File: src/rtl/msc_lane_ram.sv
`timescale 1ns / 1ps
`default_nettype none

module msc_lane_ram #(
    parameter int ADDR_W = 6,
    parameter int DATA_W = 18,
    parameter int LANES  = 2,
    localparam int LANE_W = (LANES > 1) ? $clog2(LANES) : 1
) (
    input  wire logic                          i_clk,
    input  wire logic                          i_rd_en,
    input  wire logic [ADDR_W-1:0]             i_rd_addr,
    output logic      [LANES-1:0][DATA_W-1:0]  o_rd_data,
    input  wire logic                          i_wr_en,
    input  wire logic [ADDR_W-1:0]             i_wr_addr,
    input  wire logic [LANE_W-1:0]             i_wr_lane,
    input  wire logic [DATA_W-1:0]             i_wr_data
);

    logic [LANES-1:0][DATA_W-1:0] r_mem [1 << ADDR_W];
    logic [LANES-1:0][DATA_W-1:0] r_rd_data;

    // one word holds all lanes, a write touches one lane
    always_ff @(posedge i_clk) begin
        if (i_wr_en) begin
            r_mem[i_wr_addr][i_wr_lane] <= i_wr_data;
        end
        if (i_rd_en) begin
            r_rd_data <= r_mem[i_rd_addr];
        end
    end

    assign o_rd_data = r_rd_data;

endmodule

`default_nettype wire

File: config.mk
export PLATFORM = sky130hd
export DESIGN_NAME = msc_lane_ram
export DESIGN_NICKNAME = d
export VERILOG_FILES = /design/src/rtl/msc_lane_ram.sv
export SDC_FILE = /design/constraint.sdc
export NUM_CORES = 2
export LEC_CHECK = 0
export BUFFER_PORTS_ARGS = -buffer_cell sky130_fd_sc_hd__buf_4
export CORE_MARGIN = 4
export CORE_UTILIZATION = 64
export DETAILED_ROUTE_END_ITERATION = 7
export GPL_TIMING_DRIVEN = 0
export PLACE_DENSITY_LB_ADDON = 0.08
export SYNTH_ARGS = -nofsm -noshare
export SYNTH_HDL_FRONTEND = slang
export SYNTH_SLANG_ARGS = --single-unit
File: constraint.sdc
create_clock -name i_clk -period 5.3 [get_ports i_clk]
set_input_delay 0.795 -clock i_clk [delete_from_list [all_inputs] [get_ports i_clk]]
set_output_delay 0.795 -clock i_clk [all_outputs]
set_load 0.02 [all_outputs]
Yosys cells after proc, flatten, opt, wreduce, memory -nomap -nowiden
Memories as Yosys holds them, arrays and structs flattened. A register that Yosys moved wholly into a read port is not among the register bits.
Cells that the tools add are included.
{ "word_totals": {"regBits": 0, "input_bits": 34, "ramBits": 2304, "output_inout_bits": 36, "n_memories": 1} }
{ "op_classes": {"order_cmp": 2, "n_mux": 4, "reduce_logical": 1} }
{ "mem_list": {"columns": ["name", "words", "word_bits", "read_ports", "rd_ports_with_merged_regs", "wr", "line_no", "source"], "rows": [
  ["r_mem", 64, 36, 1, 1, 1, "20", "logic [LANES-1:0][DATA_W-1:0] r_mem [1 << ADDR_W];"]
]} }
{ "op_table": {"columns": ["op", "n"], "rows": [
  ["$mux 36", 1],
  ["$demux 18 s1", 1],
  ["$mux 18", 1],
  ["$lt 1x2->1 const B", 1],
  ["$ge 1x1->1 const B", 1],
  ["$logic_and 1x1->1", 1],
  ["$mux 1", 1]
]} }

Longest topological paths before layout
{ "logic_depth": {"word_depth": 5, "ltp_mapped": 9, "depth_no_buf": 5} }

Worst setup path before layout
No wires, ideal clock.
{ "synth_timing": {"kind": "input-to-reg", "from": "input i_wr_addr[3]", "to": "memory r_mem[11][18] (netlist bit) (enable)", "setup_slack_ns": 2.244, "stages": 6, "setup_time_ns": 0.393, "required_ns": 4.907, "arrival_time_ns": 2.664, "cell_sequence": "clkbuf_1 or3b_2 clkbuf_1 inv_1 nand2_1 nor2_1"} }
{ "synth_rtl": {"columns": ["element", "line_no", "source"], "rows": [
  ["start, declared", "15", "input wire logic [ADDR_W-1:0] i_wr_addr,"],
  ["end, declared", "20", null]
]} }
Straight into the memory's write port.

==> qor.txt <==
number of nets with antenna violations after routing - 0
number of warnings issued by yosys - 0
Post-Synthesis Cell Area - 0.08915 sq mm
final setup fails - 0
CORE AREA - 0.1380 sq mm
Arrival @ worst endpoint - 5020 ps
power per cell area - 373.2 mW/mm^2
clock-pin slew on the worst setup and hold paths - 70 ps
proportion of layout cells with a drive suffix above 1 - 0.2628
global-route wire length before repair - 379.4 mm
overflow left after global routing - 0
detail-routed net length per standard cell - 43.78 um
overall routing resource usage - 0.3916
area enclosed by the die boundary - 0.1453 sq mm
number of rows in the core area - 136
Slew @ Worst Pin - 1600 ps
unique cell type count in the Yosys netlist - 36
setup tns final - 0 ps
failing checks - max-capacitance violations, max-slew violations
Max-Cap Viols - 1
H-Tree Depth - 4
RR Endpoint - o_rd_data[21]
cell total after placement - 6029
startpoint of the lowest-slack register-to-register path - r_mem[3][21]
leakage power figure - 0.03175 uW
DP Worst Slack - 215.8 ps
Mapped Avg Cell Area - 22.18 sq um
number of DRC violations after detailed-routing iteration 0 - 9965
worst voltage drop across the vdd grid - 0.3201 mV
number of failing hold endpoints at the final stage - 0
share of the core filled with cells in the final layout - 0.7357
starting density of the core - 0.6460
ratio of final minimum period to clock period - 0.8378
Net Count, Synth - 4053
post-route minimum period - 4440 ps
detailed-placement wirelength estimate - 181.5 mm
dominant register cell in the synthesized netlist - sky130_fd_sc_hd__edfxtp_1
setup slack of the critical path after layout - 859.7 ps
number of antenna violations at the first check in global routing - 15
Max Slew Vio Count - 11
required time reported for the critical path endpoint - 5880 ps
Routability Congestion - 0.9441
maximum clock path buffer count - 3
insertion delay of the later-clocked pin in the worst-skew pair - 840 ps
# IOs - 70
detail-routed via count per cell - 7.401
largest fanout on the critical path - 10
highest clock rate - 225.2 MHz
number of detailed-routing iterations run before antenna repair - 8
post-CTS repair timing setup buffer count - 0
CTS-repair resized insts - 0
setup clock skew after layout - 26.63 ps
critical path startpoint - i_rd_addr[1]
category of the worst setup path launch point - input pin
Rel. slew slack - -0.06690
clock tree from TritonCTS - yes
clock buffers created by TritonCTS - 218
IO Port Bufs - 62
total via count in the routed design - 47817
pin count of the biggest net entering global routing - 129
area grow syn2layout - 13.88%
clock tree root driver cell - sky130_fd_sc_hd__clkbuf_16
EDFF count, synth - 2340
final std cells w/o fill - 6461
cells after synthesis - 4019
total of hold buffers inserted after clock tree synthesis - 0
total wire length - 282.8 mm
number of sinks handled by clock tree synthesis - 2340
result of the run - finished, violations left
FF-to-FF setup slack - 2260 ps
worst reg-to-reg path cell count - 4
Die Span Y - 381.2 um
part of the Yosys area used for sequential elements - 0.7882
type of destination of the critical path - register
via count of the first global-routing pass - 45259
Critical Path End - o_rd_data[21]
die width - 381.2 um
Tightest Hold Check Type - in -> reg
share of synthesized flip-flops with an asynchronous set or reset - 0
drc violations - 0
setup repair after global routing missed its margin - no
worst hold slack - 203.5 ps
total number of nets in the final design - 4435
total of flip-flops plus latches after synthesis - 2340
kind of critical path - in -> reg
[worst min path at each step]
stage | start | endpoint | slack, ps | cells past startpoint
floorplan | r_mem[26][11] | o_rd_data[11] | 850 | 4
detailed placement | r_mem[27][22] | o_rd_data[22] | 920 | 4
global placement | r_mem[27][23] | o_rd_data[23] | 900 | 4
global route | i_wr_data[15] | r_mem[44][33] | 190 | 1
finish | i_wr_data[15] | r_mem[44][33] | 200 | 1
CTS | i_wr_data[4] | r_mem[54][4] | 320 | 1
[worst max-delay path, stage by stage]
cell and delay [ps]:
sky130_fd_sc_hd__buf_4 160, sky130_fd_sc_hd__buf_2 300, sky130_fd_sc_hd__buf_2 310, sky130_fd_sc_hd__clkbuf_1 1040
sky130_fd_sc_hd__mux4_2 440, sky130_fd_sc_hd__a22oi_1 840, sky130_fd_sc_hd__nand4_1 690, sky130_fd_sc_hd__o211a_1 400
[logic make-up (layout without fill, tap and decap cells)]
family	Yosys count	after routing	share of synthesized area
buffers and inverters	245	812	0.01287
flip-flops	2340	2340	0.7882
AO/OA/AOI/OAI	292	292	0.02525
AND/OR/NAND/NOR	432	432	0.02260
multiplexers	710	710	0.1511
other	0	12	0
[cell usage in the layout, fill, tap and decap left out, drive strengths merged, types with 60 or more instances in the layout]
cell type and n:
nand2 80, nand4 62, clkinv 91, mux2i 158, buf 292, o22ai 65
o221ai 71, clkbuf 397, nor2 159, nand3 65, a22oi 60, mux4 504
edfxtp 2340
[cell usage after synthesis, types with 32 or more instances]
cell type                     n  area, sq um
sky130_fd_sc_hd__a22oi_1     60        450.4
sky130_fd_sc_hd__buf_1       32        120.1
sky130_fd_sc_hd__buf_2       70        350.3
sky130_fd_sc_hd__clkbuf_1   104        390.4
sky130_fd_sc_hd__edfxtp_1  2340        70270
sky130_fd_sc_hd__mux2i_1    158         1582
sky130_fd_sc_hd__mux4_2     504        11350
sky130_fd_sc_hd__nand2_1     80        300.3
sky130_fd_sc_hd__nand3_1     65        325.3
sky130_fd_sc_hd__nand4_1     62        387.9
sky130_fd_sc_hd__nor2_1     159        596.8
sky130_fd_sc_hd__o221ai_1    71        621.9
sky130_fd_sc_hd__o22ai_1     65        406.6
[metal layers]
metal / global-route usage / up-vias / share of wire / routed length, um
li1: - / 17894 / - / -
met1: 0.5376 / 24677 / 0.34 / 94770
met2: 0.5411 / 4487 / 0.43 / 120600
met3: 0.1650 / 751 / 0.17 / 47600
met4: 0.2082 / 8 / 0.069 / 19630
met5: 0.01488 / - / 0.00073 / 207
[through the flow]
stage / area [sq um] / power [uW]
floorplan: 89150 / 21870
global placement: 91950 / 23030
detailed placement: 94270 / 23100
CTS: 101000 / 37750
global route: 101500 / 38710
finish: 101500 / 37890
[where the power goes]
part / switching, uW / internal (uW)
Clock: 6670 / 8380
Sequential: 24.7 / 20500
Combinational: 1660 / 681
Total: 8360 / 29500
[flip-flops by register name, indices dropped and copies added, names as in the netlist]
register,flops
o_rd_data,36
r_mem,2304
[final cells by class]
cell class	count	area (sq um)
Antenna cell	12	30.03
Buffer	235	1110
Clock buffer	292	5924
Clock inverter	113	842.1
Fill cell	7691	36470
Inverter	10	37.54
Multi-Input combinational cell	1434	18360
Sequential cell	2340	70270
Tap cell	1863	2331
Timing Repair Buffer	162	2629
(Power assumes the default switching activity.)
