<file path="config.mk">
export PLATFORM = sky130hd
export DESIGN_NAME = msc_cfg
export DESIGN_NICKNAME = d
export VERILOG_FILES = /design/src/rtl/msc_pkg.sv /design/src/rtl/msc_cfg.sv
export SDC_FILE = /design/constraint.sdc
export NUM_CORES = 1
export LEC_CHECK = 0
export BUFFER_PORTS_ARGS = -buffer_cell sky130_fd_sc_hd__buf_2
export CORE_MARGIN = 3
export CORE_UTILIZATION = 48
export DETAILED_ROUTE_END_ITERATION = 8
export PLACE_DENSITY = 0.8
export SYNTH_ARGS = -nofsm -noshare
export SYNTH_HDL_FRONTEND = slang
export SYNTH_SLANG_ARGS = --single-unit
</file>
<file path="constraint.sdc">
create_clock -name i_clk -period 2.7 [get_ports i_clk]
set_input_delay 0.675 -clock i_clk [delete_from_list [all_inputs] [get_ports i_clk]]
set_output_delay 0.675 -clock i_clk [all_outputs]
set_load 0.1 [all_outputs]
</file>
<file path="src/rtl/msc_pkg.sv">
`timescale 1ns / 1ps
`default_nettype none

package msc_pkg;

    // fixed field widths
    localparam int VOXEL_W     = 16;
    localparam int DIM_X_W     = 11;
    localparam int DIM_YZ_W    = 7;
    localparam int POS_X_W     = 10;
    localparam int OUT_X_W     = 10;
    localparam int OUT_Y_W     = 6;
    localparam int OUT_Z_W     = 6;
    localparam int PLANE_LIMIT = 1024;

    // register port
    localparam int APB_ADDR_W = 4;
    localparam int APB_DATA_W = 32;
    localparam int REG_IDX_W  = 2;

    localparam logic [REG_IDX_W-1:0] REG_DIM_X = 2'd0;
    localparam logic [REG_IDX_W-1:0] REG_DIM_Y = 2'd1;
    localparam logic [REG_IDX_W-1:0] REG_DIM_Z = 2'd2;

    localparam int RESET_DIM_X = 20;
    localparam int RESET_DIM_Y = 10;
    localparam int RESET_DIM_Z = 8;

    // control of the item in the sum stage
    typedef struct packed {
        logic valid;
        logic last;
        logic z_ok;
        logic y_ok;
        logic x_ok;
    } t_s1_ctrl;

    // last position index on an axis: zero counts as one, large values saturate
    function automatic int unsigned f_dim_last(int unsigned dim, int unsigned limit);
        if (dim == 0) begin
            return 0;
        end else if (dim > limit) begin
            return limit - 1;
        end
        return dim - 1;
    endfunction

endpackage

`default_nettype wire

</file>
<file path="src/rtl/msc_cfg.sv">
`timescale 1ns / 1ps
`default_nettype none

module msc_cfg #(
    parameter int MAX_ROW_LEN = 64,
    parameter int MAX_ROWS    = 64,
    localparam int ZW = $clog2(MAX_ROW_LEN),
    localparam int YW = $clog2(MAX_ROWS)
) (
    input  wire logic                              i_clk,
    input  wire logic                              i_rst_n,
    input  wire logic                              i_psel,
    input  wire logic                              i_penable,
    input  wire logic                              i_pwrite,
    input  wire logic [msc_pkg::APB_ADDR_W-1:0]    i_paddr,
    input  wire logic [msc_pkg::APB_DATA_W-1:0]    i_pwdata,
    output logic      [msc_pkg::APB_DATA_W-1:0]    o_prdata,
    output logic                                   o_restart,
    output logic      [msc_pkg::POS_X_W-1:0]       o_x_last,
    output logic      [YW-1:0]                     o_y_last,
    output logic      [ZW-1:0]                     o_z_last
);

    logic [msc_pkg::DIM_X_W-1:0]   r_dim_x;
    logic [msc_pkg::DIM_YZ_W-1:0]  r_dim_y;
    logic [msc_pkg::DIM_YZ_W-1:0]  r_dim_z;
    logic [msc_pkg::POS_X_W-1:0]   r_x_last;
    logic [YW-1:0]                 r_y_last;
    logic [ZW-1:0]                 r_z_last;
    logic [msc_pkg::REG_IDX_W-1:0] w_idx;
    logic                          w_wr;
    logic [msc_pkg::DIM_X_W-1:0]   w_wdata_x;
    logic [msc_pkg::DIM_YZ_W-1:0]  w_wdata_yz;

    // word index, byte offset ignored
    assign w_idx      = i_paddr[msc_pkg::APB_ADDR_W-1:2];
    assign w_wr       = i_psel && i_penable && i_pwrite;
    assign w_wdata_x  = i_pwdata[msc_pkg::DIM_X_W-1:0];
    assign w_wdata_yz = i_pwdata[msc_pkg::DIM_YZ_W-1:0];

    // any write to a dimension restarts the volume
    assign o_restart = w_wr && (w_idx == msc_pkg::REG_DIM_X || w_idx == msc_pkg::REG_DIM_Y ||
                                w_idx == msc_pkg::REG_DIM_Z);

    // dimension registers and their clamped last indices
    always_ff @(posedge i_clk) begin
        if (!i_rst_n) begin
            r_dim_x  <= msc_pkg::DIM_X_W'(msc_pkg::RESET_DIM_X);
            r_dim_y  <= msc_pkg::DIM_YZ_W'(msc_pkg::RESET_DIM_Y);
            r_dim_z  <= msc_pkg::DIM_YZ_W'(msc_pkg::RESET_DIM_Z);
            r_x_last <= msc_pkg::POS_X_W'(msc_pkg::f_dim_last(msc_pkg::RESET_DIM_X,
                                                               msc_pkg::PLANE_LIMIT));
            r_y_last <= YW'(msc_pkg::f_dim_last(msc_pkg::RESET_DIM_Y, MAX_ROWS));
            r_z_last <= ZW'(msc_pkg::f_dim_last(msc_pkg::RESET_DIM_Z, MAX_ROW_LEN));
        end else if (w_wr) begin
            case (w_idx)
                msc_pkg::REG_DIM_X: begin
                    r_dim_x  <= w_wdata_x;
                    r_x_last <= msc_pkg::POS_X_W'(msc_pkg::f_dim_last(32'(w_wdata_x),
                                                                       msc_pkg::PLANE_LIMIT));
                end
                msc_pkg::REG_DIM_Y: begin
                    r_dim_y  <= w_wdata_yz;
                    r_y_last <= YW'(msc_pkg::f_dim_last(32'(w_wdata_yz), MAX_ROWS));
                end
                msc_pkg::REG_DIM_Z: begin
                    r_dim_z  <= w_wdata_yz;
                    r_z_last <= ZW'(msc_pkg::f_dim_last(32'(w_wdata_yz), MAX_ROW_LEN));
                end
                default: begin
                end
            endcase
        end
    end

    // read back
    always_comb begin
        case (w_idx)
            msc_pkg::REG_DIM_X: o_prdata = msc_pkg::APB_DATA_W'(r_dim_x);
            msc_pkg::REG_DIM_Y: o_prdata = msc_pkg::APB_DATA_W'(r_dim_y);
            msc_pkg::REG_DIM_Z: o_prdata = msc_pkg::APB_DATA_W'(r_dim_z);
            default:            o_prdata = '0;
        endcase
    end

    assign o_x_last = r_x_last;
    assign o_y_last = r_y_last;
    assign o_z_last = r_z_last;

endmodule

`default_nettype wire

</file>
# Word-level counts from Yosys, hierarchy flattened
# Index checks and enable logic that the tools add are counted.
# Widths: inputs -> output; s select.
dict set report word_totals {
  register_bits 47
  in_bits 41
  elab_cells 44
}
dict set report op_classes {
  n_addsub 2
  n_reduce_logical 11
  eq_ne 2
  order_cmp 2
  muxes 21
}
# operator count
set op_table {}
lappend op_table {{$pmux 11 s3} 1}
lappend op_table {{$mux 10} 3}
lappend op_table {{$mux 6} 4}
lappend op_table {{$mux 1} 13}
lappend op_table {{$gt 11x11->1 const B} 1}
lappend op_table {{$logic_not 11->1} 1}
lappend op_table {{$sub 10x1->10 const B} 1}
lappend op_table {{$gt 7x7->1 const B} 1}
lappend op_table {{$logic_not 7->1} 1}
lappend op_table {{$reduce_and 2->1} 3}
lappend op_table {{$sub 6x1->6 const B} 1}
lappend op_table {{$logic_and 1x1->1} 3}
lappend op_table {{$eq 2x1->1 const B} 1}
lappend op_table {{$eq 2x2->1 const B} 1}
lappend op_table {{$logic_not 2->1} 1}
lappend op_table {{$logic_or 1x1->1} 2}

# Logic depth before layout (Yosys ltp)
dict set report depth {
  depth_word 7
  depth_mapped 8
  mapped_depth_nobuf 6
}

# Worst setup path after synthesis
# OpenSTA, ideal clock, no wires.
dict set report synth_path {
  kind {input to output}
  start {input port i_paddr[3] in the netlist's numbering}
  end {output port o_prdata[0] in the netlist's numbering}
  setup_slack_ns -1.066
  arrival_time_ns 3.091
  stages 3
  n_path_buf 1
  cell_sequence {buf_2 -> mux2i_1 -> o21ai_0}
}
dict set report synth_via {
  elab_chain_len 2
}
# item line_no
set synth_rtl {}
lappend synth_rtl {{start, declared} msc_cfg.sv:15} ;# input wire logic [msc_pkg::APB_ADDR_W-1:0] i_paddr,
lappend synth_rtl {{$eq 2x2->1, or another cell as far along} msc_cfg.sv:78} ;# case (w_idx)
lappend synth_rtl {{$pmux 11 s3 *} msc_cfg.sv:78}
lappend synth_rtl {{end, declared} msc_cfg.sv:17} ;# output logic [msc_pkg::APB_DATA_W-1:0] o_prdata,
# Every way passes the cells marked *; elsewhere a longest branch is shown, timed or not.

# Worst setup path after layout
dict set report layout_path {
  start {input port i_paddr[3] in the netlist's numbering}
  end {output port o_prdata[8] in the netlist's numbering}
}
# Same word-level chain as after synthesis.

==> impl_metrics.toml <==
[clocking]
htreeDepth = 2
cts_sinks = 47
numCtsBuffers = 5
clockBufferDepth = 2
cts_hold_buf = 0
cts_setup_buffers = 0
cts_tree = "done"
cts_resized = 0
path_clk_slew_ns = 0.08
clk_latency_ns = 0.31
root_buffer = "clkbuf_8"

[worst_setup_path]
critical_path_buf_inv_count = 2
r2r_cells = 2
slowest_stage = "nor2_1"
endpoint = "o_prdata[8]"
max_stage_delay_ns = 0.31
r2r_end = "o_x_last[5]$_SDFFE_PN0P_"
worstSetupEndpointType = "output pin"
crit_required_ns = 2.03
startpoint = "i_paddr[3]"
cpLargestDelayFamily = "simple AND/OR/NAND/NOR gates"
crit_type = "input pin to output pin"
reg2reg_slack_ns = 1.96
start_kind = "input pin"
reg2reg_from = "o_x_last[5]$_SDFFE_PN0P_"
crit_cells = 4
crit_fanout = 13
crit_chain = "buf_2 > nor2_1 > and2_1 > buf_12"
cp.arrival_ns = 1.66

[pwr]
clkPwrFrac = 0.361
ir_drop_mv = 0.388
total_power_mw = 1.72
pwr-share-seq = 0.414
power.switching_mw = 0.575
p_comb_frac = 0.225
intPower_mw = 1.14
p_leak_nw = 1.21
power.density_nw_per_um2 = 589
p_sw_frac = 0.335

[timing]
fin_ws_ns = 0.365
hold_viol_final = 0
tightest_slew_ns = 0.920
skew_ns = 0
min_period_ns = 2.34
fmax_ghz = 0.428
maxSlewViolCount = 0
period_share = 0.865
setup_viol_count_final = 0
rsz0062_at_grt = "no"
fin_hold_ws_ns = 0.455
maxSlewHeadroom = 0.386

[min_path]
hp-start = "r_dim_x[9]$_SDFFE_PN0P_"
hold_class = "register to register"
holdPathStages = 2

[global_route]
grt.overflow.total = 0
antenna_found_initial = 0
grt_pass1_wl_mm = 9.97
grt_max_degree = 31
grt_usage = 0.209
grt_pass1_vias = 2010

[floorplanning]
dieArea_um2 = 5820
core_um2 = 4560
die_w_um = 76.3
initial_utilization = 0.519
io_pins = 96
die_h_um = 76.3
rows = 24

[synth]
synthCells = 308
synthTopCellsByCount = "nand2_1, dfxtp_1, a21oi_1, o21ai_0, buf_4"
synth_edf_count = 0
netlist.area_leader.share = 0.397
async_flop_share = 0
synth-seq-area-share = 0.397
synth_seq_cells = 47
syn_avg_cell_area_um2 = 7.69
yosysWarningCount = 0
synth.distinct_cells = 34
synth_top_flop_cell = "dfxtp_1"
synth.largest_area_cell = "dfxtp_1"
synth.most_common_cell = "nand2_1"
synth_area_um2 = 2370
synth_area_leaders = "dfxtp_1, nand2_1, a21oi_1"

[finish]
areaGrowthSynthToFinish_pct = 23.0
nets = 393
drive_gt1_frac = 0.219
fin_cells = 416
antennaDiodeCount = 0

[route]
vias = 2241
drcViolationCount = 0
routed_wl_mm = 6.15
drt-initial-drc-count = 156
routed-wl-met3_um = 495
wl_met2_mm = 2.89
wl_per_cell_um = 14.8
first_pass_iters = 4
wl_met1_mm = 2.67
viasPerCell = 5.39
highest_layer = "met4"
ant_nets = 0

[outcome]
status = "completed"

[place]
io_buffers = 51
place_hpwl_mm = 4.19
place_inst = 408
dp_slack_ns = 0.351
gp_congestion = 0.823

[job]
drv.max_cap_violation_count = 0
==> power by group through the flow <==
stage / sequential (mW) / combinational, mW / clock, mW
detailed placement: 0.727 / 0.381 / 0
global placement: 0.727 / 0.377 / 0
CTS: 0.711 / 0.383 / 0.627
global route: 0.713 / 0.402 / 0.660
finish: 0.711 / 0.386 / 0.620
floorplan: 0.777 / 0.282 / 0
==> worst min path at each step <==
stage	to
6_report	r_dim_x[9]$_SDFFE_PN0P_
5_1_grt	r_dim_z[2]$_SDFFE_PN0P_
4_1_cts	r_dim_x[9]$_SDFFE_PN0P_
3_5_place_dp	r_dim_x[8]$_SDFFE_PN0P_
3_3_place_gp	r_dim_x[8]$_SDFFE_PN0P_
2_1_floorplan	r_dim_x[10]$_SDFFE_PN0P_
==> worst min-delay path, stage by stage (launching register included) <==
cell	delay (ns)
dfxtp_1	0.31
nand2_1	0.05
a21oi_1	0.05
==> state kept, by name, indices dropped and copies added (netlist names) <==
name,cells
o_y_last,6
r_dim_x,11
o_z_last,6
r_dim_y,7
r_dim_z,7
o_x_last,10
==> cell families (layout without fill, tap and decap cells) <==
family,after synthesis,in the layout,synth area share
compound gates,92,92,0.220
xor+xnor,3,3,0.0111
fa+ha+maj,2,2,0.0106
buf+inv,49,72,0.116
flops,47,47,0.397
mux,8,8,0.0338
other cells,1,21,0.00158
simple gates,106,106,0.211
==> metrics by stage <==
stage	cell area, um2	utilization	TNS, ns
2_1_floorplan	2470	-	-0.323
3_3_place_gp	2780	0.609	0
3_5_place_dp	2780	0.609	0
4_1_cts	2920	0.639	0
5_1_grt	2920	0.639	0
6_report	2920	0.639	0
==> layer usage <==
layer | GRT usage | vias to the layer above
met4 | 0.0688 | 0
met1 | 0.287 | 1030
met5 | 0 | -
met2 | 0.322 | 98
li1 | - | 1104
met3 | 0.0485 | 9
==> layout make-up <==
cell class / count / area, um2
clock buffers: 5 / 68.8
clock inverters: 3 / 67.6
fillers: 448 / 1650
inverters: 6 / 22.5
multi-input cells: 232 / 1260
flip-flops and latches: 47 / 941
well taps: 65 / 81.3
repair buffers: 58 / 473
==> layout by cell type, fill, tap and decap left out, drive strengths merged, types with 2 or more instances in the layout <==
cell type / Yosys / routed
a211oi: 6 / 6
a21boi: 3 / 3
a21oi: 38 / 38
a31oi: 5 / 5
and2: 5 / 5
buf: 25 / 58
bufinv: 0 / 2
clkbuf: 18 / 5
conb: 1 / 21
dfxtp: 47 / 47
ha: 2 / 2
inv: 6 / 6
mux2i: 8 / 8
nand2: 64 / 64
nand3: 9 / 9
nor2: 9 / 9
nor2b: 2 / 2
nor3: 6 / 6
nor3b: 3 / 3
nor4: 2 / 2
o211ai: 6 / 6
o21ai: 28 / 28
o31ai: 4 / 4
or4: 2 / 2
xor2: 3 / 3
Note: power is estimated with default switching activity, not from simulation.
