===== src/rtl/msc_pkg.sv =====
`timescale 1ns / 1ps
`default_nettype none

package msc_pkg;

    // fixed field widths
    localparam int VOXEL_W     = 16;
    localparam int DIM_X_W     = 11;
    localparam int DIM_YZ_W    = 7;
    localparam int POS_X_W     = 10;
    localparam int OUT_X_W     = 10;
    localparam int OUT_Y_W     = 6;
    localparam int OUT_Z_W     = 6;
    localparam int PLANE_LIMIT = 1024;

    // register port
    localparam int APB_ADDR_W = 4;
    localparam int APB_DATA_W = 32;
    localparam int REG_IDX_W  = 2;

    localparam logic [REG_IDX_W-1:0] REG_DIM_X = 2'd0;
    localparam logic [REG_IDX_W-1:0] REG_DIM_Y = 2'd1;
    localparam logic [REG_IDX_W-1:0] REG_DIM_Z = 2'd2;

    localparam int RESET_DIM_X = 20;
    localparam int RESET_DIM_Y = 10;
    localparam int RESET_DIM_Z = 8;

    // control of the item in the sum stage
    typedef struct packed {
        logic valid;
        logic last;
        logic z_ok;
        logic y_ok;
        logic x_ok;
    } t_s1_ctrl;

    // last position index on an axis: zero counts as one, large values saturate
    function automatic int unsigned f_dim_last(int unsigned dim, int unsigned limit);
        if (dim == 0) begin
            return 0;
        end else if (dim > limit) begin
            return limit - 1;
        end
        return dim - 1;
    endfunction

endpackage

`default_nettype wire


===== src/rtl/msc_front.sv =====
`timescale 1ns / 1ps
`default_nettype none

module msc_front #(
    parameter int WINDOW      = 3,
    parameter int MAX_ROW_LEN = 64,
    parameter int MAX_ROWS    = 64,
    localparam int TAIL = WINDOW - 1,
    localparam int ZW   = $clog2(MAX_ROW_LEN),
    localparam int YW   = $clog2(MAX_ROWS),
    localparam int LW   = (TAIL > 1) ? $clog2(TAIL) : 1,
    localparam int RW   = msc_pkg::VOXEL_W + $clog2(WINDOW)
) (
    input  wire logic                                 i_clk,
    input  wire logic                                 i_rst_n,
    input  wire logic                                 i_accept,
    input  wire logic signed [msc_pkg::VOXEL_W-1:0]   i_voxel,
    input  wire logic                                 i_last,
    input  wire logic                                 i_restart,
    input  wire logic        [msc_pkg::POS_X_W-1:0]   i_x_last,
    input  wire logic        [YW-1:0]                 i_y_last,
    input  wire logic        [ZW-1:0]                 i_z_last,
    output logic             [ZW-1:0]                 o_row_raddr,
    output logic             [YW+ZW-1:0]              o_plane_raddr,
    output msc_pkg::t_s1_ctrl                         o_s1,
    output logic signed      [RW-1:0]                 o_rs,
    output logic             [ZW-1:0]                 o_wr_z,
    output logic             [YW-1:0]                 o_wr_y,
    output logic             [LW-1:0]                 o_ylane,
    output logic             [LW-1:0]                 o_xlane,
    output logic             [msc_pkg::OUT_X_W-1:0]   o_cx,
    output logic             [msc_pkg::OUT_Y_W-1:0]   o_cy,
    output logic             [msc_pkg::OUT_Z_W-1:0]   o_cz
);

    logic [msc_pkg::POS_X_W-1:0]          r_pos_x, n_pos_x;
    logic [YW-1:0]                        r_pos_y, n_pos_y;
    logic [ZW-1:0]                        r_pos_z, n_pos_z;
    logic [LW-1:0]                        r_ylane, n_ylane;
    logic [LW-1:0]                        r_xlane, n_xlane;
    logic signed [msc_pkg::VOXEL_W-1:0]   r_tail [TAIL];
    msc_pkg::t_s1_ctrl                    r_s1, n_s1;
    logic signed [RW-1:0]                 r_rs, n_rs;
    logic [ZW-1:0]                        r_wr_z;
    logic [YW-1:0]                        r_wr_y;
    logic [LW-1:0]                        r_ylane_s1;
    logic [LW-1:0]                        r_xlane_s1;
    logic [msc_pkg::OUT_X_W-1:0]          r_cx;
    logic [msc_pkg::OUT_Y_W-1:0]          r_cy;
    logic [msc_pkg::OUT_Z_W-1:0]          r_cz;

    // raster position and lane counters
    always_comb begin
        n_pos_x = r_pos_x;
        n_pos_y = r_pos_y;
        n_pos_z = r_pos_z;
        n_ylane = r_ylane;
        n_xlane = r_xlane;
        if (i_restart || (i_accept && i_last)) begin
            n_pos_x = '0;
            n_pos_y = '0;
            n_pos_z = '0;
            n_ylane = '0;
            n_xlane = '0;
        end else if (i_accept) begin
            if (r_pos_z == i_z_last) begin
                n_pos_z = '0;
                if (r_pos_y == i_y_last) begin
                    n_pos_y = '0;
                    n_ylane = '0;
                    if (r_pos_x == i_x_last) begin
                        n_pos_x = '0;
                        n_xlane = '0;
                    end else begin
                        n_pos_x = r_pos_x + 1'b1;
                        n_xlane = (r_xlane == LW'(TAIL - 1)) ? '0 : r_xlane + 1'b1;
                    end
                end else begin
                    n_pos_y = r_pos_y + 1'b1;
                    n_ylane = (r_ylane == LW'(TAIL - 1)) ? '0 : r_ylane + 1'b1;
                end
            end else begin
                n_pos_z = r_pos_z + 1'b1;
            end
        end
    end

    // row sum of the voxel and the row tail
    always_comb begin
        n_rs = RW'(i_voxel);
        for (int i = 0; i < TAIL; i++) begin
            n_rs = n_rs + RW'(r_tail[i]);
        end
    end

    // valid, last and window-full flags for the sum stage
    always_comb begin
        n_s1.valid = i_accept;
        n_s1.last  = i_last;
        n_s1.z_ok  = r_pos_z >= ZW'(TAIL);
        n_s1.y_ok  = r_pos_y >= YW'(TAIL);
        n_s1.x_ok  = r_pos_x >= msc_pkg::POS_X_W'(TAIL);
    end

    // control registers
    always_ff @(posedge i_clk) begin
        if (!i_rst_n) begin
            r_pos_x <= '0;
            r_pos_y <= '0;
            r_pos_z <= '0;
            r_ylane <= '0;
            r_xlane <= '0;
            r_s1    <= '0;
        end else begin
            r_pos_x <= n_pos_x;
            r_pos_y <= n_pos_y;
            r_pos_z <= n_pos_z;
            r_ylane <= n_ylane;
            r_xlane <= n_xlane;
            r_s1    <= n_s1;
        end
    end

    // row tail shift and sum-stage payload
    always_ff @(posedge i_clk) begin
        if (i_accept) begin
            r_tail[0] <= i_voxel;
            for (int i = 1; i < TAIL; i++) begin
                r_tail[i] <= r_tail[i-1];
            end
            r_rs       <= n_rs;
            r_wr_z     <= r_pos_z;
            r_wr_y     <= r_pos_y;
            r_ylane_s1 <= r_ylane;
            r_xlane_s1 <= r_xlane;
            r_cx       <= msc_pkg::OUT_X_W'(r_pos_x - msc_pkg::POS_X_W'(TAIL));
            r_cy       <= msc_pkg::OUT_Y_W'(r_pos_y - YW'(TAIL));
            r_cz       <= msc_pkg::OUT_Z_W'(r_pos_z - ZW'(TAIL));
        end
    end

    // line and plane stores are read at the position of the incoming voxel
    assign o_row_raddr   = r_pos_z;
    assign o_plane_raddr = {r_pos_y, r_pos_z};

    assign o_s1    = r_s1;
    assign o_rs    = r_rs;
    assign o_wr_z  = r_wr_z;
    assign o_wr_y  = r_wr_y;
    assign o_ylane = r_ylane_s1;
    assign o_xlane = r_xlane_s1;
    assign o_cx    = r_cx;
    assign o_cy    = r_cy;
    assign o_cz    = r_cz;

endmodule

`default_nettype wire


===== config.mk =====
export PLATFORM = sky130hd
export DESIGN_NAME = msc_front
export DESIGN_NICKNAME = d
export VERILOG_FILES = /design/src/rtl/msc_pkg.sv /design/src/rtl/msc_front.sv
export SDC_FILE = /design/constraint.sdc
export NUM_CORES = 1
export LEC_CHECK = 0
export BUFFER_PORTS_ARGS = -buffer_cell sky130_fd_sc_hd__buf_2
export CAP_MARGIN = 25
export CORE_UTILIZATION = 25
export DETAILED_ROUTE_END_ITERATION = 10
export SLEW_MARGIN = 10
export SYNTH_ARGS = -nofsm -noshare
export SYNTH_HDL_FRONTEND = slang
export SYNTH_SLANG_ARGS = --single-unit
export TNS_END_PERCENT = 5

===== constraint.sdc =====
create_clock -name i_clk -period 3.6 [get_ports i_clk]
set_input_delay 0.54 -clock i_clk [delete_from_list [all_inputs] [get_ports i_clk]]
set_output_delay 0.54 -clock i_clk [all_outputs]
set_load 0.01 [all_outputs]

* After elaboration in Yosys (flattened, before gate mapping) *
Memory sizes are Yosys's and may differ from the RTL's.
Index checks and enable logic that the tools add are counted.

cells by class
  add/sub/neg operators = 10
  multiply operators = 0
  div/mod/pow operators = 0
  $lt $le $gt $ge = 3
  equality and inequality tests = 3
  shift operators = 0
  mux-type cells = 9
  bitwise operators = 1
  reduce and logical (&&, ||, !) cells = 5

operators with widths
  operator                                                                              count
  17-bit by 16-bit adder with 18-bit output                                             1
  16-bit by 16-bit adder with 17-bit output                                             1
  6-bit by 1-bit adder with 6-bit output, second input constant                         2
  6-bit equality test                                                                   2
  6-bit by 2-bit greater-or-equal comparator with 1-bit output, second input constant   2
  6-bit two-way mux                                                                     2
  6-bit by 2-bit subtractor with 6-bit output, second input constant                    2
  10-bit by 1-bit adder with 10-bit output, second input constant                       1
  10-bit equality test                                                                  1
  10-bit by 2-bit greater-or-equal comparator with 1-bit output, second input constant  1
  10-bit two-way mux                                                                    1
  10-bit by 2-bit subtractor with 10-bit output, second input constant                  1
  1-bit two-way mux                                                                     6
  3-bit AND reduction                                                                   1
  1-bit adder, second input constant                                                    2
  2-bit AND reduction                                                                   1
  2-bit OR reduction                                                                    1
  1-bit logical AND                                                                     1
  1-bit logical OR                                                                      1
  1-bit NOT                                                                             1

word-level totals
  register bits = 83
  latch bits = 0
  RAM bits = 32
  memory bits (read-only) = 0
  bits of input ports = 43
  output and inout port bits = 77
  logic and storage cells = 50
  memories kept = 1

memories
  name    words  bits a word  read ports  clocked after memory_dff  wr ports  RTL line         source
  r_tail  2      16           2           0                         2         msc_front.sv:41  logic signed [msc_pkg::VOXEL_W-1:0] r_tail [TAIL];

* Longest topological paths before layout *
Gate-level depths: netlist of run 1.

  word-level depth = 3
  gate-level depth with buffers = 11
  depth with buffers taken out = 11

* Worst setup path before layout of run 1 *
Ideal clock, no wire load.

  path kind = input port to flip-flop
  start point = input i_voxel[1] (netlist name)
  end point = register r_rs[15], in the netlist o_rs[15] (data pin)
  library setup time = 264 ps
  arrival = 2,517 ps
  data required time = 3,336 ps
  slack = 820 ps
  cell stages on the path = 9
  buffers on the path = 0
  cells stage by stage = fa_1 -> ha_1 -> fa_1 -> a211oi_1 -> o21ai_1 -> o21a_1 -> nand3_1 -> a31oi_1 -> xor2_1

on the way
  cells in the longest elaborated chain, start to end = 2

ends and longest elaborated chain
  what                                       RTL line          source
  start, declared                            msc_front.sv:17   input wire logic signed [msc_pkg::VOXEL_W-1:0] i_voxel,
  16-bit by 16-bit adder with 17-bit output  msc_front.sv:92   n_rs = n_rs + RW'(r_tail[i]);
  17-bit by 16-bit adder with 18-bit output  msc_front.sv:92
  net n_rs[15]                               msc_front.sv:43   logic signed [RW-1:0] r_rs, n_rs;
  end signal, assigned                       msc_front.sv:131  r_rs <= n_rs;
  end, declared                              msc_front.sv:43

The timed path passes the listed nets, and every way through them passes these cells.
A chain may end at the register's enable or synchronous reset.

==> results.sh, run 1 <==
export IMPL_slew_viol_final=0
export IMPL_final_cell_mix="118 x buf_2, 84 x edfxtp_1, 31 x xnor2_1, 29 x dfxtp_1, 28 x ha_1"
export IMPL_via_per_inst=4.29
export IMPL_synth_cells=425
export IMPL_nFillCells=2164
export IMPL_track_usage_pct=10.8
export IMPL_synthToLayoutAreaGrowth_pct=25.7
export IMPL_synthTopCellsByArea="edfxtp_1 46%, dfxtp_1 11%, ha_1 6.4%"
export IMPL_async_flop_share_pct=0
export IMPL_core_um2=21400
export IMPL_fin_crit_sh_pct=81.7
export IMPL_worstPathArrival_ns=3.21
export IMPL_grt_pass1_vias=3552
export IMPL_r2r_setup_slack_ns=0.66
export IMPL_clock_skew_ns=0.00676
export IMPL_grt_max_degree=72
export IMPL_antenna_found_initial=0
export IMPL_ys_warn_count=0
export IMPL_ys_ff_latch=113
export IMPL_synth_compound_area_share_pct=9.10
export IMPL_ctsHoldBuffers=0
export IMPL_syn_nets=513
export IMPL_ant_nets=0
export IMPL_finalSetupViolations=0
export IMPL_synthSimpleGateAreaFrac_pct=9.57
export IMPL_dpl_cell_count=801
export IMPL_reg2reg_to="o_rs[17]"
export IMPL_synth_mux_area_fraction_pct=0.408
export IMPL_drive_gt1_share_pct=29.3
export IMPL_place_gp_congestion=0.766
export IMPL_synth_top_area_share_pct=45.7
export IMPL_synth_edf_count=84
export IMPL_maxSlewHeadroom_pct=36.6
export IMPL_synth_top_family_by_area="adder cells"
export IMPL_worstSetupStartpointType="register"
export IMPL_synth_xor_area_share_pct=8.55
export IMPL_diodes=0
export IMPL_cts_setup_buffers=0
export IMPL_power_density_nw_per_um2=557
export IMPL_total_power_mw=3.86
export IMPL_drtIter0Drc=80
export IMPL_endpoint_kind="register"
export IMPL_clk_path_buf_depth=2
export IMPL_clk_latency_ns=0.41
export IMPL_critPathMaxFanout=4
export IMPL_cap_violations=0
export IMPL_die_h_um=151
export IMPL_clockRootBuffer="clkbuf_16"
export IMPL_ys_types=49
export IMPL_htreeDepth=4
export IMPL_holdPathStages=1
export IMPL_fin_crit_ns=2.94
export IMPL_nNetsFinal=633
export IMPL_io_buffers=119
export IMPL_hold_viol_final=0
export IMPL_cts_resized=0
export IMPL_wirelength_um=11600
export IMPL_crit_required_ns=3.87
export IMPL_min_path_type="in2reg"
export IMPL_reg2regPathDepth=9
export IMPL_pin_count=120
export IMPL_leakagePower_nw=2.68
export IMPL_synth_area_um2=5520
export IMPL_grt_overflow=0
export IMPL_grt_pass1_wl_um=18300
export IMPL_r2r_start="r_tail[0][1]"
export IMPL_clock_sinks=113
export IMPL_syn_area_per_cell_um2=13.0
export IMPL_start_util_pct=25.8
export IMPL_finalNonFillerCells=832
export IMPL_vdd_ir_drop_max_mv=0.238
export IMPL_path_class="reg2reg"
export IMPL_first_pass_iters=4
export IMPL_multi_input_area_um2=2210
export IMPL_cts_made_buffers=17
export IMPL_die_area_um2=22700
export IMPL_wl_per_cell_um=13.9
export IMPL_register_area_um2=3100
export IMPL_drc=0
export IMPL_die_w_um=151
export IMPL_cts_tree="done"
export IMPL_holdCritStartpoint="i_voxel[0]"
export IMPL_vias=3571
export IMPL_grt_setup_unrepaired="no"
export IMPL_yosysSeqAreaShare_pct=56.2
export IMPL_fmax_ghz=0.340
export IMPL_ys_flop_type="edfxtp_1"
export IMPL_status="complete, no violations"
export IMPL_cts_clk_slew_worst_paths_ns=0.05
export IMPL_tightest_slew_ns=0.950
export IMPL_synthAdderAreaFrac_pct=12.5
export IMPL_setup_tns_ns=0
export IMPL_final_common_cell="buf_2"
export IMPL_synth_top_area_cell="edfxtp_1"
export IMPL_rows=53
export IMPL_holdPathEnd="r_tail[0][0]"
export IMPL_hpwl_um=8190
area by class of cell:
| type | count | area share [%] |
|---|---|---|
| clock inverters | 11 | 2.00 |
| repair buffers | 122 | 8.95 |
| flip-flops and latches | 113 | 44.7 |
| well taps | 275 | 4.96 |
| clock buffers | 20 | 6.44 |
| multi-input cells | 273 | 31.9 |
| inverters | 18 | 0.974 |
synth_stat cells (2+ instances only):
| library cell | count |
|---|---|
| edfxtp_1 | 84 |
| xnor2_1 | 31 |
| dfxtp_1 | 29 |
| ha_1 | 28 |
| nor2_1 | 24 |
| nand2_1 | 21 |
| xor2_1 | 21 |
| inv_1 | 18 |
| a21oi_1 | 17 |
| fa_1 | 17 |
| o21ai_1 | 16 |
| buf_4 | 10 |
| o21ai_0 | 9 |
| nand3_1 | 7 |
| nor3_1 | 7 |
| buf_2 | 6 |
| o21a_1 | 6 |
| a211oi_1 | 5 |
| and3_1 | 5 |
| o31ai_2 | 5 |
| a21o_1 | 4 |
| clkbuf_1 | 4 |
| nand2b_1 | 4 |
| nand4_1 | 4 |
| nor2b_1 | 4 |
| a31oi_1 | 3 |
| and2_1 | 3 |
| o31ai_1 | 3 |
| or3_1 | 3 |
| or3b_1 | 3 |
| mux2_2 | 2 |
| nand3b_1 | 2 |
| nor4_1 | 2 |
| o21bai_1 | 2 |
| or2_1 | 2 |
how the worst max path moves through the flow:
stage | start | to
global route | r_tail[0][1] | o_rs[17]
floorplan | i_voxel[1] | o_rs[15]
CTS | r_tail[0][1] | o_rs[17]
global placement | i_voxel[1] | o_rs[15]
detailed placement | i_voxel[1] | o_rs[15]
finish | r_tail[0][1] | o_rs[17]
report_power, final:
group	total, mW	switching (mW)	internal (mW)
Clock	1.69	0.591	1.09
Combinational	0.600	0.335	0.265
Sequential	1.57	0.0351	1.54
worst max-delay path, cell delays in order, from the launching register on:
cell      delay, ns
edfxtp_1       0.42
fa_1           0.48
ha_1           0.25
fa_1           0.43
a211oi_1       0.39
o21ai_1        0.13
o21a_1         0.18
a221oi_1       0.29
nor4b_1        0.11
nor2_1         0.12
state kept, by name, indices dropped and copies added, names as in the netlist:
name	cells
o_cx	10
o_cy	5
o_cz	5
o_row_raddr	6
o_rs	18
o_s1	5
o_wr_y	6
o_wr_z	6
o_xlane	1
o_ylane	1
r_pos_x	10
r_pos_y	6
r_tail	32
r_xlane	1
r_ylane	1
routing by layer:
metal,GRT usage (%),wire [µm],up-vias
met3,4.12,748,15
met1,13.0,5270,1692
met5,0,0,-
li1,-,-,1769
met4,4.85,163,0
met2,17.0,5380,95
per-stage QoR:
| step | hold WS, ns | area, µm² | setup WS [ns] | util (%) |
|---|---|---|---|---|
| 5_1_grt | 0.311 | 6940 | 0.463 | 32.5 |
| 2_1_floorplan | 0.417 | 5520 | 0.820 | - |
| 3_5_place_dp | 0.442 | 6350 | 0.461 | 29.7 |
| 4_1_cts | 0.302 | 6940 | 0.687 | 32.5 |
| 6_report | 0.322 | 6940 | 0.657 | 32.5 |
| 3_3_place_gp | 0.437 | 6350 | 0.526 | 29.7 |
cells by family (layout without fill, tap and decap cells):
group                      Yosys count  after routing
buffers and inverters               39            171
xor gates and xnor gates            53             53
muxes                                2              2
DFF                                113            113
AOI/OAI and AO/OA                   76             76
and+or+nand+nor                     97             97
adders and majority gates           45             45
(Power assumes the default switching activity.)
==> run 2, diff against run 1 <==
==> constraint.sdc (replaced) <==
create_clock -name i_clk -period 2.9 [get_ports i_clk]
set_input_delay 0.435 -clock i_clk [delete_from_list [all_inputs] [get_ports i_clk]]
set_output_delay 0.435 -clock i_clk [all_outputs]
set_load 0.01 [all_outputs]
==> run 2 against run 1 <==
Sequential share of layout area down 0.36 points. Via count rose by 1.3%. Global-route usage up 0.054 points. Design area grew 0.81%. Cell count rose by 0.96%. Critical path type unchanged. Largest cell class unchanged. Largest power group unchanged.
==> results.sh, run 2 (synthesis results as in run 1) <==
export IMPL_drive_gt1_share_pct=30.6
export IMPL_slew_viol_final=0
export IMPL_seq_power_share_pct=40.9
export IMPL_clk_latency_ns=0.41
export IMPL_clock_skew_ns=0.00953
export IMPL_pre_cts_ws_ns=-0.0764
export IMPL_diodes=0
export IMPL_grt_max_degree=50
export IMPL_rows=53
export IMPL_tightest_slew_ns=0.825
export IMPL_wl_per_cell_um=13.8
export IMPL_nNetsFinal=640
export IMPL_maxSlewHeadroom_pct=45.0
export IMPL_clockRootBuffer="clkbuf_16"
export IMPL_finalSetupViolations=0
export IMPL_final_cell_mix="118 x buf_2, 84 x edfxtp_1, 31 x xnor2_1, 29 x dfxtp_1, 28 x ha_1"
export IMPL_path_class="reg2reg"
export IMPL_die_area_um2=22700
export IMPL_place_gp_congestion=0.794
export IMPL_htreeDepth=4
export IMPL_cts_tree="done"
export IMPL_start_util_pct=25.8
export IMPL_vias=3616
export IMPL_min_path_type="in2reg"
export IMPL_crit_required_ns=3.06
export IMPL_cap_violations=0
export IMPL_core_um2=21400
export IMPL_total_power_mw=4.77
export IMPL_via_per_inst=4.30
export IMPL_globalRoute_busiestLayer="met2"
export IMPL_reg2regPathDepth=9
export IMPL_critPathMaxFanout=4
export IMPL_hpwl_um=8260
export IMPL_vdd_ir_drop_max_mv=0.316
export IMPL_die_h_um=151
export IMPL_hold_viol_final=0
export IMPL_p_clk_share_pct=42.7
export IMPL_wirelength_um=11600
export IMPL_grt_pass1_vias=3595
export IMPL_fmax_ghz=0.362
export IMPL_final_common_cell="buf_2"
export IMPL_antenna_found_initial=0
export IMPL_grt_pass1_wl_um=18300
export IMPL_endpoint_kind="register"
export IMPL_combPwrFrac_pct=16.4
export IMPL_worstSetupStartpointType="register"
export IMPL_track_usage_pct=10.8
export IMPL_leakagePower_nw=2.73
export IMPL_status="complete, no violations"
export IMPL_first_pass_iters=5
export IMPL_power_density_nw_per_um2=683
export IMPL_regMostFlops="r_tail"
export IMPL_holdPathStages=1
export IMPL_p_switching_mw=1.21
export IMPL_setup_slack_ns=0.139
export IMPL_use_met1_pct=13.2
export IMPL_p_int_mw=3.56
export IMPL_met3_usage_pct=4.94
export IMPL_ctsHoldBuffers=0
export IMPL_largest_reg_flops=32
export IMPL_fin_crit_ns=2.76
export IMPL_synthToLayoutAreaGrowth_pct=26.7
export IMPL_ant_nets=0
export IMPL_drtIter0Drc=139
export IMPL_die_w_um=151
export IMPL_fin_crit_sh_pct=95.2
export IMPL_swShare_pct=25.4
export IMPL_io_buffers=119
export IMPL_use_met2_pct=16.8
export IMPL_clk_path_buf_depth=2
export IMPL_worstPathArrival_ns=2.92
export IMPL_cts_clk_slew_worst_paths_ns=0.06
export IMPL_grt_overflow=0
export IMPL_drc=0
export IMPL_cts_made_buffers=17
export IMPL_pin_count=120
export IMPL_clock_sinks=113
-- run 2: cell types whose count changed in the layout (fill, tap and decap cells not counted), sizes merged --
cell	delta
inv	+1
buf	+7
clkbuf	+3
clkinvlp	-3
clkinv	+2
bufinv	-2
-- run 2: power groups by stage --
stage	Combinational, mW	Sequential [mW]	Clock, mW
final	0.782	1.95	2.04
after global routing	0.880	1.97	2.17
after CTS	0.779	1.96	2.09
after detailed placement	0.773	1.99	0
after global placement	0.765	1.98	0
after floorplan	0.447	2.04	0
-- run 2: what timing repair did --
action                                  CTS  global route
gates resized for setup                   0             2
hold endpoints to repair                  0             0
buffers inserted                          0             0
endpoints found under the setup margin    0             4
-- run 2: worst max-delay path, cell delays in order, from the launching register on --
cell and delay [ns]:
edfxtp_1 0.42, fa_1 0.50, ha_1 0.25, fa_1 0.44, a211oi_2 0.26, o21ai_1 0.11
o21a_1 0.18, nand3_1 0.12, a31oi_1 0.09, xor2_1 0.15
-- run 2: layer usage --
layer / wire length [µm] / up-vias
met5: 0 / -
met4: 93 / 0
met3: 878 / 5
met2: 5310 / 99
met1: 5260 / 1736
li1: - / 1776
-- run 2: worst paths after layout --
kind           startpoint            to  slack [ns]
max reg2reg  r_tail[0][1]      o_rs[15]        0.14
min reg2reg       r_ylane       o_ylane        0.44
min            i_voxel[0]  r_tail[0][0]        0.23
max          r_tail[0][1]      o_rs[15]        0.14
-- run 2: area by class of cell --
class | instances | area (µm²)
fillers | 2162 | 14400
flip-flops and latches | 113 | 3100
multi-input cells | 273 | 2230
repair buffers | 129 | 673
clock buffers | 23 | 500
well taps | 275 | 344
clock inverters | 9 | 77.6
inverters | 18 | 67.6
-- run 2: metrics by stage --
step | util (%) | hold slack, ns | setup TNS [ns] | cells | area, µm²
after global routing | 32.7 | 0.209 | -0.00622 | 840 | 6990
after CTS | 32.7 | 0.209 | 0 | 840 | 6980
after detailed placement | 30.0 | 0.441 | -0.165 | 808 | 6400
after global placement | 30.0 | 0.429 | -0.109 | 808 | 6400
after floorplan | - | 0.417 | 0 | 425 | 5520
final | 32.7 | 0.231 | 0 | 840 | 6990
